`config.mk`:
```
export PLATFORM = sky130hd
export DESIGN_NAME = base64_encoder_custom_alphabet
export DESIGN_NICKNAME = d
export VERILOG_FILES = /design/src/hdl/b64e_pkg.sv /design/src/hdl/b64e_cfg.sv /design/src/hdl/b64e_pack.sv /design/src/hdl/b64e_emit.sv /design/src/hdl/base64_encoder_custom_alphabet.sv
export SDC_FILE = /design/constraint.sdc
export NUM_CORES = 1
export LEC_CHECK = 0
export BUFFER_PORTS_ARGS = -buffer_cell sky130_fd_sc_hd__clkbuf_2
export CAP_MARGIN = 20
export CELL_PAD_IN_SITES_DETAIL_PLACEMENT = 1
export CELL_PAD_IN_SITES_GLOBAL_PLACEMENT = 1
export CORE_ASPECT_RATIO = 1.25
export CORE_MARGIN = 3
export CORE_UTILIZATION = 51
export CTS_CLUSTER_SIZE = 25
export DETAILED_ROUTE_END_ITERATION = 16
export PLACE_DENSITY_LB_ADDON = 0.08
export SETUP_SLACK_MARGIN = 0.5
export SLEW_MARGIN = 20
export SYNTH_ARGS = -nofsm -noshare
export SYNTH_HDL_FRONTEND = slang
export SYNTH_SLANG_ARGS = --single-unit
```
`constraint.sdc`:
```
create_clock -name clk -period 8.05 [get_ports clk]
set_input_delay 1.2075 -clock clk [delete_from_list [all_inputs] [get_ports clk]]
set_output_delay 1.2075 -clock clk [all_outputs]
set_load 0.05 [all_outputs]
```
`src/hdl/b64e_pkg.sv`:
```
`default_nettype none
// ----------------------------------------------------------------------------
// b64e_pkg
// Shared constants, types and helpers for the custom-alphabet Base64 encoder.
// ----------------------------------------------------------------------------
package b64e_pkg;

  localparam int MAX_OUTPUT  = 4096;
  localparam int CNT_W       = $clog2(MAX_OUTPUT);
  localparam logic [CNT_W-1:0] CNT_LIMIT = CNT_W'(MAX_OUTPUT - 1);

  localparam int OUT_COUNT_W = 12;
  localparam int CHAR_W      = 8;
  localparam int IDX_W       = 6;
  localparam int NUM_WORDS   = 8;
  localparam int WORD_W      = 64;
  localparam int CFG_IDX_W   = $clog2(NUM_WORDS);
  localparam int HELD_W      = 4;
  localparam int HELD_CNT_W  = 3;

  localparam logic [CHAR_W-1:0] PAD_CHAR = 8'h3D;

  typedef enum logic {
    ACT_DATA = 1'b0,
    ACT_END  = 1'b1
  } action_t;

  // One accepted item, already split into 6-bit alphabet indexes
  typedef struct packed {
    logic             is_end;
    logic             flush;   // end item with leftover bits to emit
    logic             two;     // data item producing two characters
    logic [IDX_W-1:0] idx0;
    logic [IDX_W-1:0] idx1;
  } item_t;

  typedef logic [NUM_WORDS*WORD_W-1:0] alphabet_t;

  function automatic logic [CHAR_W-1:0] alpha_lookup(input alphabet_t a,
                                                     input logic [IDX_W-1:0] k);
    return a[{k, 3'b000} +: CHAR_W];
  endfunction

endpackage
`default_nettype wire

```
`src/hdl/b64e_cfg.sv`:
```
`default_nettype none
// ----------------------------------------------------------------------------
// b64e_cfg
// Alphabet register file: eight 64-bit words, eight characters per word.
// ----------------------------------------------------------------------------
module b64e_cfg
  import b64e_pkg::*;
(
  input  wire logic                 clk,
  input  wire logic                 rst_n,
  input  wire logic                 cfg_we,
  input  wire logic [CFG_IDX_W-1:0] cfg_index,
  input  wire logic [WORD_W-1:0]    cfg_data,
  output alphabet_t                 alphabet
);

  logic [WORD_W-1:0] words_r [NUM_WORDS];

  always_ff @(posedge clk) begin
    if (!rst_n) begin
      for (int i = 0; i < NUM_WORDS; i++) begin
        words_r[i] <= '0;
      end
    end else if (cfg_we) begin
      words_r[cfg_index] <= cfg_data;
    end
  end

  always_comb begin
    for (int i = 0; i < NUM_WORDS; i++) begin
      alphabet[i*WORD_W +: WORD_W] = words_r[i];
    end
  end

endmodule
`default_nettype wire

```
`src/hdl/b64e_pack.sv`:
```
`default_nettype none
// ----------------------------------------------------------------------------
// b64e_pack
// Input register and bit packer: joins each byte to the leftover bits and
// registers the resulting 6-bit groups for the emit stage.
// ----------------------------------------------------------------------------
module b64e_pack
  import b64e_pkg::*;
(
  input  wire logic        clk,
  input  wire logic        rst_n,
  input  wire logic        in_valid,
  output logic             in_ready,
  input  wire logic        in_action,
  input  wire logic [7:0]  in_data_byte,
  output logic             item_valid,
  output item_t            item,
  input  wire logic        item_done
);

  logic [HELD_W-1:0]     held_bits_r, held_bits_nxt;
  logic [HELD_CNT_W-1:0] held_cnt_r, held_cnt_nxt;
  logic                  item_valid_r, item_valid_nxt;
  item_t                 item_r, item_nxt;
  logic                  accept;

  assign in_ready = !item_valid_r || item_done;
  assign accept   = in_valid && in_ready;

  always_comb begin
    item_nxt       = '0;
    held_bits_nxt  = held_bits_r;
    held_cnt_nxt   = held_cnt_r;
    item_valid_nxt = item_valid_r && !item_done;

    if (accept) begin
      item_valid_nxt = 1'b1;
      if (action_t'(in_action) == ACT_END) begin
        item_nxt.is_end = 1'b1;
        item_nxt.flush  = (held_cnt_r != '0);
        // leftover bits go to the top of the group, zero filled below
        item_nxt.idx0   = (held_cnt_r == HELD_CNT_W'(2)) ? {held_bits_r[1:0], 4'b0000}
                                                         : {held_bits_r, 2'b00};
        held_bits_nxt   = '0;
        held_cnt_nxt    = '0;
      end else begin
        case (held_cnt_r)
          HELD_CNT_W'(0): begin
            item_nxt.idx0 = in_data_byte[7:2];
            held_bits_nxt = {2'b00, in_data_byte[1:0]};
            held_cnt_nxt  = HELD_CNT_W'(2);
          end
          HELD_CNT_W'(2): begin
            item_nxt.idx0 = {held_bits_r[1:0], in_data_byte[7:4]};
            held_bits_nxt = in_data_byte[3:0];
            held_cnt_nxt  = HELD_CNT_W'(4);
          end
          default: begin
            item_nxt.two  = 1'b1;
            item_nxt.idx0 = {held_bits_r, in_data_byte[7:6]};
            item_nxt.idx1 = in_data_byte[5:0];
            held_bits_nxt = '0;
            held_cnt_nxt  = '0;
          end
        endcase
      end
    end
  end

  always_ff @(posedge clk) begin
    if (!rst_n) begin
      held_bits_r  <= '0;
      held_cnt_r   <= '0;
      item_valid_r <= 1'b0;
    end else begin
      held_bits_r  <= held_bits_nxt;
      held_cnt_r   <= held_cnt_nxt;
      item_valid_r <= item_valid_nxt;
    end
  end

  always_ff @(posedge clk) begin
    if (accept) begin
      item_r <= item_nxt;
    end
  end

  assign item_valid = item_valid_r;
  assign item       = item_r;

endmodule
`default_nettype wire

```
`src/hdl/b64e_emit.sv`:
```
`default_nettype none
// ----------------------------------------------------------------------------
// b64e_emit
// Emit stage: looks up one character per cycle for the held item while the
// result register can load, applies the output limit and padding, and drives
// the result register.
module b64e_emit
  import b64e_pkg::*;
(
  input  wire logic                   clk,
  input  wire logic                   rst_n,
  input  wire logic                   item_valid,
  input  wire item_t                  item,
  output logic                        item_done,
  input  wire alphabet_t              alphabet,
  output logic                        out_valid,
  input  wire logic                   out_ready,
  output logic [CHAR_W-1:0]           out_char,
  output logic                        out_run_last,
  output logic [OUT_COUNT_W-1:0]      out_count
);

  logic [CNT_W-1:0]       count_r, count_nxt;
  logic [1:0]             n_r, n_nxt;
  logic                   out_valid_r, out_valid_nxt;
  logic [CHAR_W-1:0]      out_char_r;
  logic                   out_run_last_r;
  logic [OUT_COUNT_W-1:0] out_count_r;

  logic                   cur_flush;
  logic [IDX_W-1:0]       cur_idx;
  logic [CHAR_W-1:0]      cur_char;
  logic                   has_char;
  logic [CNT_W-1:0]       cnt_inc;
  logic [1:0]             n_inc;
  logic                   more;
  logic                   out_load;
  logic                   emit;

  always_comb begin
    cur_flush = item.is_end && item.flush && (n_r == 2'd0);
    cur_idx   = (n_r == 2'd0) ? item.idx0 : item.idx1;
    cur_char  = (item.is_end && !cur_flush) ? PAD_CHAR : alpha_lookup(alphabet, cur_idx);
    has_char  = (count_r != CNT_LIMIT) &&
                (!item.is_end || cur_flush || (count_r[1:0] != 2'b00));
    cnt_inc   = count_r + CNT_W'(1);
    n_inc     = n_r + 2'd1;
    // another character from this item after the one going out now
    more      = (cnt_inc != CNT_LIMIT) &&
                (item.is_end ? ((cnt_inc[1:0] != 2'b00) && (n_inc != 2'd3))
                             : (item.two && (n_inc == 2'd1)));
    out_load  = !out_valid_r || out_ready;
    emit      = item_valid && has_char && out_load;
    item_done = item_valid && (!has_char || (out_load && !more));

    count_nxt = count_r;
    if (item_done && item.is_end) begin
      count_nxt = '0;
    end else if (emit) begin
      count_nxt = cnt_inc;
    end

    n_nxt = n_r;
    if (item_done) begin
      n_nxt = 2'd0;
    end else if (emit) begin
      n_nxt = n_inc;
    end

    out_valid_nxt = emit || (out_valid_r && !out_ready);
  end

  always_ff @(posedge clk) begin
    if (!rst_n) begin
      count_r     <= '0;
      n_r         <= 2'd0;
      out_valid_r <= 1'b0;
    end else begin
      count_r     <= count_nxt;
      n_r         <= n_nxt;
      out_valid_r <= out_valid_nxt;
    end
  end

  always_ff @(posedge clk) begin
    if (emit) begin
      out_char_r     <= cur_char;
      out_run_last_r <= !more;
      out_count_r    <= OUT_COUNT_W'(cnt_inc);
    end
  end

  assign out_valid    = out_valid_r;
  assign out_char     = out_char_r;
  assign out_run_last = out_run_last_r;
  assign out_count    = out_count_r;

  // a data item never produces more than two characters
  a_data_two_max: assert property (@(posedge clk) disable iff (!rst_n)
    (item_valid && !item.is_end) |-> (n_r <= 2'd1))
    else $error("data item emitting a third character");

  // an end item leaves the character count cleared
  a_end_clears: assert property (@(posedge clk) disable iff (!rst_n)
    (item_done && item.is_end) |=> (count_r == '0))
    else $error("count not cleared after end item");

  // per-item counter is idle between items
  a_n_idle: assert property (@(posedge clk) disable iff (!rst_n)
    !item_valid |-> (n_r == 2'd0))
    else $error("per-item counter not idle");

  // count moves only by one step or back to zero
  a_count_step: assert property (@(posedge clk) disable iff (!rst_n)
    (count_r != $past(count_r)) |-> ((count_r == $past(count_r) + CNT_W'(1)) || (count_r == '0)))
    else $error("count jumped");

endmodule
`default_nettype wire

```
`src/hdl/base64_encoder_custom_alphabet.sv`:
```
`default_nettype none
// ----------------------------------------------------------------------------
// base64_encoder_custom_alphabet
// Streaming Base64 encoder with a 64-character alphabet held in eight
// configuration words.
// ----------------------------------------------------------------------------
// Each accepted item passes through an input register (bit packing) and an
// emit stage that makes one character per cycle, when out_ready allows, into
// the result register, so throughput is set by that single result port: a data
// byte yields one or two characters, an end item one to three, and an item may
// yield none. The first result of an item passes the input register, then the
// result register. The input register, when empty, takes a new item while the
// previous result waits on out_ready. Characters beyond MAX_OUTPUT-1 in a
// message are dropped; out_run_last marks the last character caused by an item.
// The user writes alphabet words through cfg_we/cfg_index/cfg_data while idle; the block does not enforce it.
module base64_encoder_custom_alphabet
  import b64e_pkg::*;
(
  input  wire logic                   clk,
  input  wire logic                   rst_n,
  input  wire logic                   cfg_we,
  input  wire logic [CFG_IDX_W-1:0]   cfg_index,
  input  wire logic [WORD_W-1:0]      cfg_data,
  input  wire logic                   in_valid,
  output logic                        in_ready,
  input  wire logic                   in_action,
  input  wire logic [7:0]             in_data_byte,
  output logic                        out_valid,
  input  wire logic                   out_ready,
  output logic [CHAR_W-1:0]           out_char,
  output logic                        out_run_last,
  output logic [OUT_COUNT_W-1:0]      out_count
);

  alphabet_t alphabet;
  logic      item_valid;
  item_t     item;
  logic      item_done;

  b64e_cfg u_cfg (
    .clk       (clk),
    .rst_n     (rst_n),
    .cfg_we    (cfg_we),
    .cfg_index (cfg_index),
    .cfg_data  (cfg_data),
    .alphabet  (alphabet)
  );

  b64e_pack u_pack (
    .clk          (clk),
    .rst_n        (rst_n),
    .in_valid     (in_valid),
    .in_ready     (in_ready),
    .in_action    (in_action),
    .in_data_byte (in_data_byte),
    .item_valid   (item_valid),
    .item         (item),
    .item_done    (item_done)
  );

  b64e_emit u_emit (
    .clk          (clk),
    .rst_n        (rst_n),
    .item_valid   (item_valid),
    .item         (item),
    .item_done    (item_done),
    .alphabet     (alphabet),
    .out_valid    (out_valid),
    .out_ready    (out_ready),
    .out_char     (out_char),
    .out_run_last (out_run_last),
    .out_count    (out_count)
  );

endmodule
`default_nettype wire
```
* After elaboration in Yosys (flattened, before gate mapping)
Memories as Yosys holds them, arrays and structs flattened.
Index checks and enable logic that the tools add are counted.
** Word-level totals
- Bits of input ports :: 81
- Memory bits (writable) :: 512
- Flip-flop bits (word level) :: 59
- Memories kept :: 1
- Output and inout bits :: 23
** Memories
- u_cfg.words_r :: depth 8, bits a word 64, read ports 8, clocked after memory_dff 0, write ports 8, line b64e_cfg.sv:17 : logic [WORD_W-1:0] words_r [NUM_WORDS];
** Operators by class
- Reductions and logical operators :: 39
- Eq/ne operators :: 5
- Shift-type cells :: 1
- $add $sub $neg :: 2
- Bitwise operators :: 1
- Mux-type cells :: 19
** Operators with widths (number)
- $shiftx A512 B10 Y8 :: 1
- $mux W64 :: 1
- $reduce_or A64 Y1 :: 1
- $ne A12 B12 Y1 const B :: 2
- $mux W6 :: 3
- $logic_and A1 B1 Y1 :: 15
- $add A12 B1 Y12 const B :: 1
- $pmux W6 S2 :: 1
- $logic_not A1 Y1 :: 8
- $mux W1 :: 8
- $pmux W4 S2 :: 1
- $logic_or A1 B1 Y1 :: 6
- $mux W3 :: 2
- $pmux W3 S2 :: 1
- $reduce_or A2 Y1 :: 3
- $mux W4 :: 1
- $reduce_bool A2 Y1 :: 2
- $eq A3 B2 Y1 const B :: 1
- $logic_not A3 Y1 :: 1
- $reduce_bool A3 Y1 :: 1
- $reduce_or A3 Y1 :: 1
- $add A2 B1 Y2 const B :: 1
- $eq A2 B1 Y1 const B :: 1
- $logic_not A2 Y1 :: 1
- other kinds (3) :: 3

* Depth between registers and ports, before layout
Gate-level depths: netlist of run 1.
- Depth in word-level cells :: 12
- Mapped depth :: 12

* Modules after synthesis
Synthesis of run 1 repeated with hierarchy kept, for this count alone.
** Second synthesis, totals
- Cell total of the unflattened synthesis :: 2239
- Area total of the unflattened synthesis :: 26475.4 µm²
** By module, submodules not included
- b64e_cfg :: area each 19040.8 µm², seq. area each 15374.7 µm², cells an instance 1266, times used 1
- b64e_emit :: area each 6448.7 µm², seq. area each 930.9 µm², cells an instance 890, times used 1
- b64e_pack :: area each 985.9 µm², seq. area each 590.6 µm², cells an instance 83, times used 1

* Worst setup path after synthesis of run 1
OpenSTA, ideal clock, no wires.
- Kind :: input to register
- From :: input rst_n
- To :: memory u_cfg.words_r[5][0] (enable)
- Stages on the path :: 3
- Library setup time :: 0.574 ns
- Arrival time :: 6.197 ns
- Setup slack :: 1.279 ns
- Path buffers :: 1
- Cells stage by stage :: clkbuf_1 -> nand3_1 -> o21ai_0
** RTL lines
- start: declaration :: line base64_encoder_custom_alphabet.sv:20 : input wire logic rst_n,
- end: declaration :: line b64e_cfg.sv:17

* Final worst setup path of run 1
- From :: register u_emit.n_r[0]
- To :: register u_emit.out_char_r[6] (netlist: u_emit.out_char[6]) (data pin)
** On the way
- Cells in the longest elaborated chain, start to end :: 4
- Elaborated cells between the ends (all ways) :: 6
- Classes of those cells :: shift: 1; mux: 1; reduce/logical: 4
** RTL lines
- start: declaration :: line b64e_emit.sv:24 : logic [1:0] n_r, n_nxt;
- start signal: assignment :: line b64e_emit.sv:80 : n_r <= n_nxt;
- $logic_not A2 Y1 (*) :: line b64e_emit.sv:41, b64e_emit.sv:42
- branches (longest 3 deep; another with $shiftx A512 B10 Y8)
- end signal: assignment :: line b64e_emit.sv:87 : out_char_r <= cur_char;
- end: declaration :: line b64e_emit.sv:26 : logic [CHAR_W-1:0] out_char_r;
Mark *: on every way between the ends.
A chain may end at the register's enable or synchronous reset.

==> impl_metrics.ini, run 1 <==
[synthesis]
netlist_top_cells_count = edfxtp_1 (548), and2_1 (521), nand2_1 (275), nand3_1 (115), clkbuf_1 (80)
synth_area_leader_cell = edfxtp_1
async_flop_share_pct = 0
ys_types = 64
synth_fp_nets = 2112
syn-cell-area_sq_um = 26100
synth-seq-cells = 570
synth_top_area_share_pct = 63.1
syn_inst = 2025
synth_warnings = 0
synth_area_leaders = edfxtp_1 (63%), and2_1 (13%), nand2_1 (4.0%), mux4_2 (3.4%), nand3_1 (2.2%)
avgSynthCellArea_sq_um = 12.9
synth-edff-count = 548
synth_seq_area_share_pct = 64.8
yosys.cell_count.top_type = edfxtp_1
ys.flop_type = edfxtp_1

[routing]
ant_nets = 0
drc = 0
dr.pass1.iters = 5
viasPerCell = 6.00
wl_um = 72900
drtIter0Drc = 1300
vias = 16784
wl_per_cell_um = 26.1

[timing]
finalMaxSlewViolations = 0
fin_crit_sh_pct = 50.7
hold_violations = 0
setup-violations-final = 0
rsz0062_at_grt = no
fin_crit_ns = 4.08
tightest_slew_ns = 1.07
max-slew-margin-rel_pct = 28.8
fmax_ghz = 0.245
clock_skew_ns = 0.0282
setup_tns_ns = 0

[cts]
path_clk_slew_ns = 0.06
cts.htree.levels = 2
cts_sinks = 570
cts-resized-gates = 0
clockBufferDepth = 3
cts-buffers-inserted = 57
cts_root_buf = clkbuf_16
cts_hold_buf = 0
cts_tree = yes
worstSkewPairLatency_ns = 0.63
post-cts-setup-buffers = 0

[critical_path]
end_kind = register
cpMaxStageDelayCell = buf_4
cp_common_cell = buf_4
cp_max_fo = 36
cp.arrival_ns = 4.46
worstSetupPathType = register to register
crit_chain = inv_1, ha_1, buf_4, mux2i_4, buf_4, buf_4, mux4_2, a22oi_1, nand3_1, a22o_1
startpoint_type = register
cp_data_required_time_ns = 8.43
max_stage_delay_ns = 0.62

[place]
finalWeightedCongestion = 0.758
place_area_sq_um = 27300
portBuffers = 103
dp_hpwl_um = 44200

[die]
io_pins = 104
rows = 92
coreArea_sq_um = 50500
die_w_um = 208
die_y_um = 259
die_area_sq_um = 53900
start_util_pct = 51.6

[power_and_ir_drop]
cellLeakagePower_nw = 10.4
vdd_drop_max_mv = 0.177
p_per_area_nw_per_um2 = 240
power_w = 0.00697

[run_status]
outcome = complete, no violations

[grt]
grt_max_degree = 158
antenna_found_initial = 7
overflow = 0
grt_usage_pct = 26.9
grt_pass1_wl_um = 109000
grt_pass1_vias = 17774

[layout]
drive_gt1_share_pct = 13.5
fin_nets = 2177
post-route-util_pct = 57.5
fin_area_sq_um = 29100
area_growth_pct = 11.5
regArea_sq_um = 16900
multi_input_area_sq_um = 8750
nFillCells = 4985

[min_path]
holdCritPathClass = register to register

[run]
maxCapViolCount = 0
[sequential cells by signal (all words and copies together), names as in the netlist]
name	flops
u_emit.count_r	12
u_emit.n_r	2
u_pack.held_bits_r	4
u_emit.out_valid	1
u_pack.item	15
u_emit.out_run_last	1
u_emit.out_count	12
u_emit.out_char	8
u_pack.item_valid	1
u_pack.held_cnt_r	2
u_cfg.words_r	512
[worst paths after layout]
path	from	to	slack, ns	cells past startpoint
max	u_emit.n_r[0]	u_emit.out_char[6]	3.97	10
min	u_emit.n_r[1]	u_emit.n_r[1]	0.49	2
max reg2reg	u_emit.n_r[0]	u_emit.out_char[6]	3.97	10
min reg2reg	u_emit.n_r[1]	u_emit.n_r[1]	0.49	2
[routing by layer]
metal	share of wire [%]	wire [um]	track usage (%)	vias to the layer above
met5	0.018	13	0	-
met4	3.4	2450	9.22	2
met3	5.8	4260	4.18	153
met2	50	36300	46.2	455
met1	41	29900	35.3	8727
li1	-	-	-	7447
[power by group]
| group | leakage [nW] | internal, W | switching, W |
|---|---|---|---|
| registers | 5.43 | 0.00344 | 0.0000629 |
| clock network | 0.869 | 0.00144 | 0.00114 |
| logic | 4.11 | 0.000278 | 0.000612 |
| total | 10.4 | 0.00516 | 0.00181 |
[stage by stage]
step                std cells  hold slack [ns]  setup WS, ns
floorplan                2025            0.451          1.28
global placement         2688            0.467          3.61
detailed placement       2688            0.480          3.47
CTS                      2794            0.488          3.96
global route             2795            0.534          3.76
finish                   2798            0.488          3.97
[placed cells by master, fill, tap and decap left out, types with 8 or more instances in the layout]
master / instances
clkbuf_2: 103
nor3_1: 9
dfxtp_1: 22
a32oi_1: 27
nand2_1: 275
xor2_1: 8
clkbuf_16: 58
nor2_1: 29
nand4_1: 13
mux4_2: 39
nand3_1: 115
nand2b_1: 15
mux2i_1: 51
clkbuf_1: 17
xnor2_1: 13
clkinv_2: 9
edfxtp_1: 548
clkinv_1: 13
buf_4: 29
inv_1: 8
a221oi_1: 10
a31oi_1: 39
and2_1: 521
o21ai_0: 10
a22oi_1: 26
[critical path: cells and delay by family (launching register included)]
kind,cells,cell delay (ns)
compound gates,2,0.50
mux,2,1.10
buf+inv,4,1.62
fa+ha+maj,1,0.15
simple gates,1,0.10
flops,1,0.32
[cell families (layout without fill, tap and decap cells)]
| family | count (synthesis) | in the layout | synth area share [%] |
|---|---|---|---|
| other | 0 | 3 | 0 |
| AOI/OAI and AO/OA | 178 | 178 | 5.23 |
| and+or+nand+nor | 1017 | 1017 | 20.9 |
| DFF | 570 | 570 | 64.8 |
| buffers and inverters | 138 | 250 | 2.39 |
| xor gates and xnor gates | 21 | 21 | 0.706 |
| muxes | 95 | 95 | 5.61 |
| adders and majority gates | 6 | 6 | 0.288 |
[cell type report]
cell class,instances,area share (%)
Timing Repair Buffer,134,2.63
Tap cell,658,2.83
Inverter,10,0.129
Multi-Input combinational cell,1317,30.1
Sequential cell,570,58.1
Clock inverter,29,0.814
Clock buffer,77,5.31
Antenna cell,3,0.0258
(Power assumes the default switching activity.)
==> run 2, diff against run 1 <==
==> constraint.sdc (replaced) <==
create_clock -name clk -period 4.2 [get_ports clk]
set_input_delay 0.63 -clock clk [delete_from_list [all_inputs] [get_ports clk]]
set_output_delay 0.63 -clock clk [all_outputs]
set_load 0.05 [all_outputs]
==> impl_metrics.ini, run 2 (same netlist as run 1, synthesis figures left out) <==
[routing]
wl_per_cell_um = 26.7
wl_um = 75400
viasPerCell = 5.99
vias = 16897
drtIter0Drc = 1459
dr.pass1.iters = 5
drc = 0
ant_nets = 0

[grt]
grt_pass1_vias = 17787
grt_pass1_wl_um = 113000
grt_max_degree = 68
grt_util_met1_pct = 37.7
overflow = 0
globalRouteMet3Util_pct = 4.47
use_met2_pct = 47.3
grt_busiest_layer = met2
antenna_found_initial = 10
grt_usage_pct = 28.0

[die]
start_util_pct = 51.6
coreArea_sq_um = 50500
die_w_um = 208
rows = 92
die_area_sq_um = 53900
io_pins = 104
die_y_um = 259

[timing]
finalMaxSlewViolations = 0
fin_crit_ns = 3.45
setup-violations-final = 0
fmax_ghz = 0.290
max-slew-margin-rel_pct = 29.9
rsz0062_at_grt = no
tightest_slew_ns = 1.05
fin_crit_sh_pct = 82.0
clock_skew_ns = 0.0128
hold_violations = 0

[power_and_ir_drop]
vdd_drop_max_mv = 0.342
cellLeakagePower_nw = 10.6
power_w = 0.0133
p_per_area_nw_per_um2 = 452

[critical_path]
startpoint_type = register
critical-path-top-delay-family = buffers and inverters
critical_path_depth = 8
cp.buffers_inverters = 3
worstRegToRegCells = 10
worstSetupPathType = register to primary output
end_kind = primary output
critPathLaunch = u_emit.n_r[0]
max_stage_delay_ns = 0.38
r2r-start = u_emit.n_r[0]
cpMaxStageDelayCell = buf_4
crit_chain = inv_1, ha_2, buf_4, nand2_1, o22ai_1, nand2_1, a21o_1, clkbuf_2
cp_common_cell = nand2_1
cp.arrival_ns = 2.82
cp_data_required_time_ns = 3.57
cp_max_fo = 29

[cts]
clockBufferDepth = 3
cts_root_buf = clkbuf_16
cts_sinks = 570
cts-buffers-inserted = 56
cts_hold_buf = 0
worstSkewPairLatency_ns = 0.62
cts.htree.levels = 2
cts_tree = yes
path_clk_slew_ns = 0.06

[layout]
drive_gt1_share_pct = 14.7
fin_nets = 2203
nFillCells = 5002
stdcell_count = 2823
largest_reg_flops = 512
top_register = u_cfg.words_r
final_cell_mix = edfxtp_1 (548), and2_1 (521), nand2_1 (275), nand3_1 (115), clkbuf_2 (103)
post-route-util_pct = 58.1
area_growth_pct = 12.7
final_common_cell = edfxtp_1

[min_path]
hold_depth = 3
min_from = in_data_byte[1]
holdCritPathClass = input port to register

[place]
dp_hpwl_um = 47100
dp_cells = 2716
finalWeightedCongestion = 0.808
portBuffers = 103

[run]
maxCapViolCount = 0

[run_status]
outcome = complete, no violations
==> run 2: cell types whose count changed in the layout (fill, tap and decap cells not counted), moves of 2 or more <==
cell       before  now
buf_12          1   15
buf_4          29   43
clkinv_2        9   12
clkbuf_1       17   15
clkbuf_16      58   56
clkinv_1       13   11
clkinv_4        0    2
diode_2         3    5
==> run 2: worst paths after layout <==
check	to	slack, ns
hold reg to reg	u_pack.held_bits_r[2]	0.49
setup reg to reg	u_emit.out_char[0]	0.84
hold / removal	u_pack.held_bits_r[1]	0.29
setup / recovery	in_ready	0.75
==> run 2: per-layer routing <==
| metal | wire, um | share of wire [%] | up-vias |
|---|---|---|---|
| li1 | - | - | 7505 |
| met1 | 31400 | 42 | 8724 |
| met2 | 37200 | 49 | 522 |
| met3 | 4570 | 6.1 | 138 |
| met4 | 2250 | 3.0 | 8 |
| met5 | 55 | 0.073 | - |
==> run 2: cell type report <==
type                            count  area [sq um]  share of cell area, %
Sequential cell                   570         16900                   57.5
Clock buffer                       72          1470                   5.01
Inverter                           10          37.5                  0.128
Tap cell                          658           823                   2.80
Timing Repair Buffer              161          1140                   3.88
Multi-Input combinational cell   1317          8760                   29.8
Antenna cell                        5          12.5                 0.0426
Clock inverter                     30           224                  0.763
==> run 2: per-stage QoR <==
stage | TNS (ns) | area [sq um] | hold WS, ns | setup WS, ns
after CTS | 0 | 29400 | 0.263 | 0.521
after global placement | 0 | 27700 | 0.467 | 0.769
after global routing | 0 | 29400 | 0.295 | 0.561
after floorplan | -52.39 | 26100 | 0.451 | -0.273
after detailed placement | 0 | 27700 | 0.484 | 0.701
final | 0 | 29400 | 0.289 | 0.755
==> run 2: timing repair <==
action | in CTS | in global routing
gates resized for setup | 0 | 1
endpoints found under the hold margin | 0 | 0
buffers inserted | 0 | 0
setup endpoints to repair | 0 | 4
==> run 2: power breakdown <==
part,switching (W),internal (W),leakage (nW)
Clock,0.00218,0.00260,0.837
Sequential,0.000130,0.00659,5.43
Combinational,0.00117,0.000589,4.30
Total,0.00348,0.00978,10.6
==> run 2: worst register-to-register path: cells and delay by family (launching register included) <==
kind | cells | cell delay (ns)
and+or+nand+nor | 2 | 0.47
adders and majority gates | 1 | 0.37
AOI/OAI and AO/OA | 3 | 0.54
buffers and inverters | 3 | 0.98
DFF | 1 | 0.32
muxes | 1 | 0.57
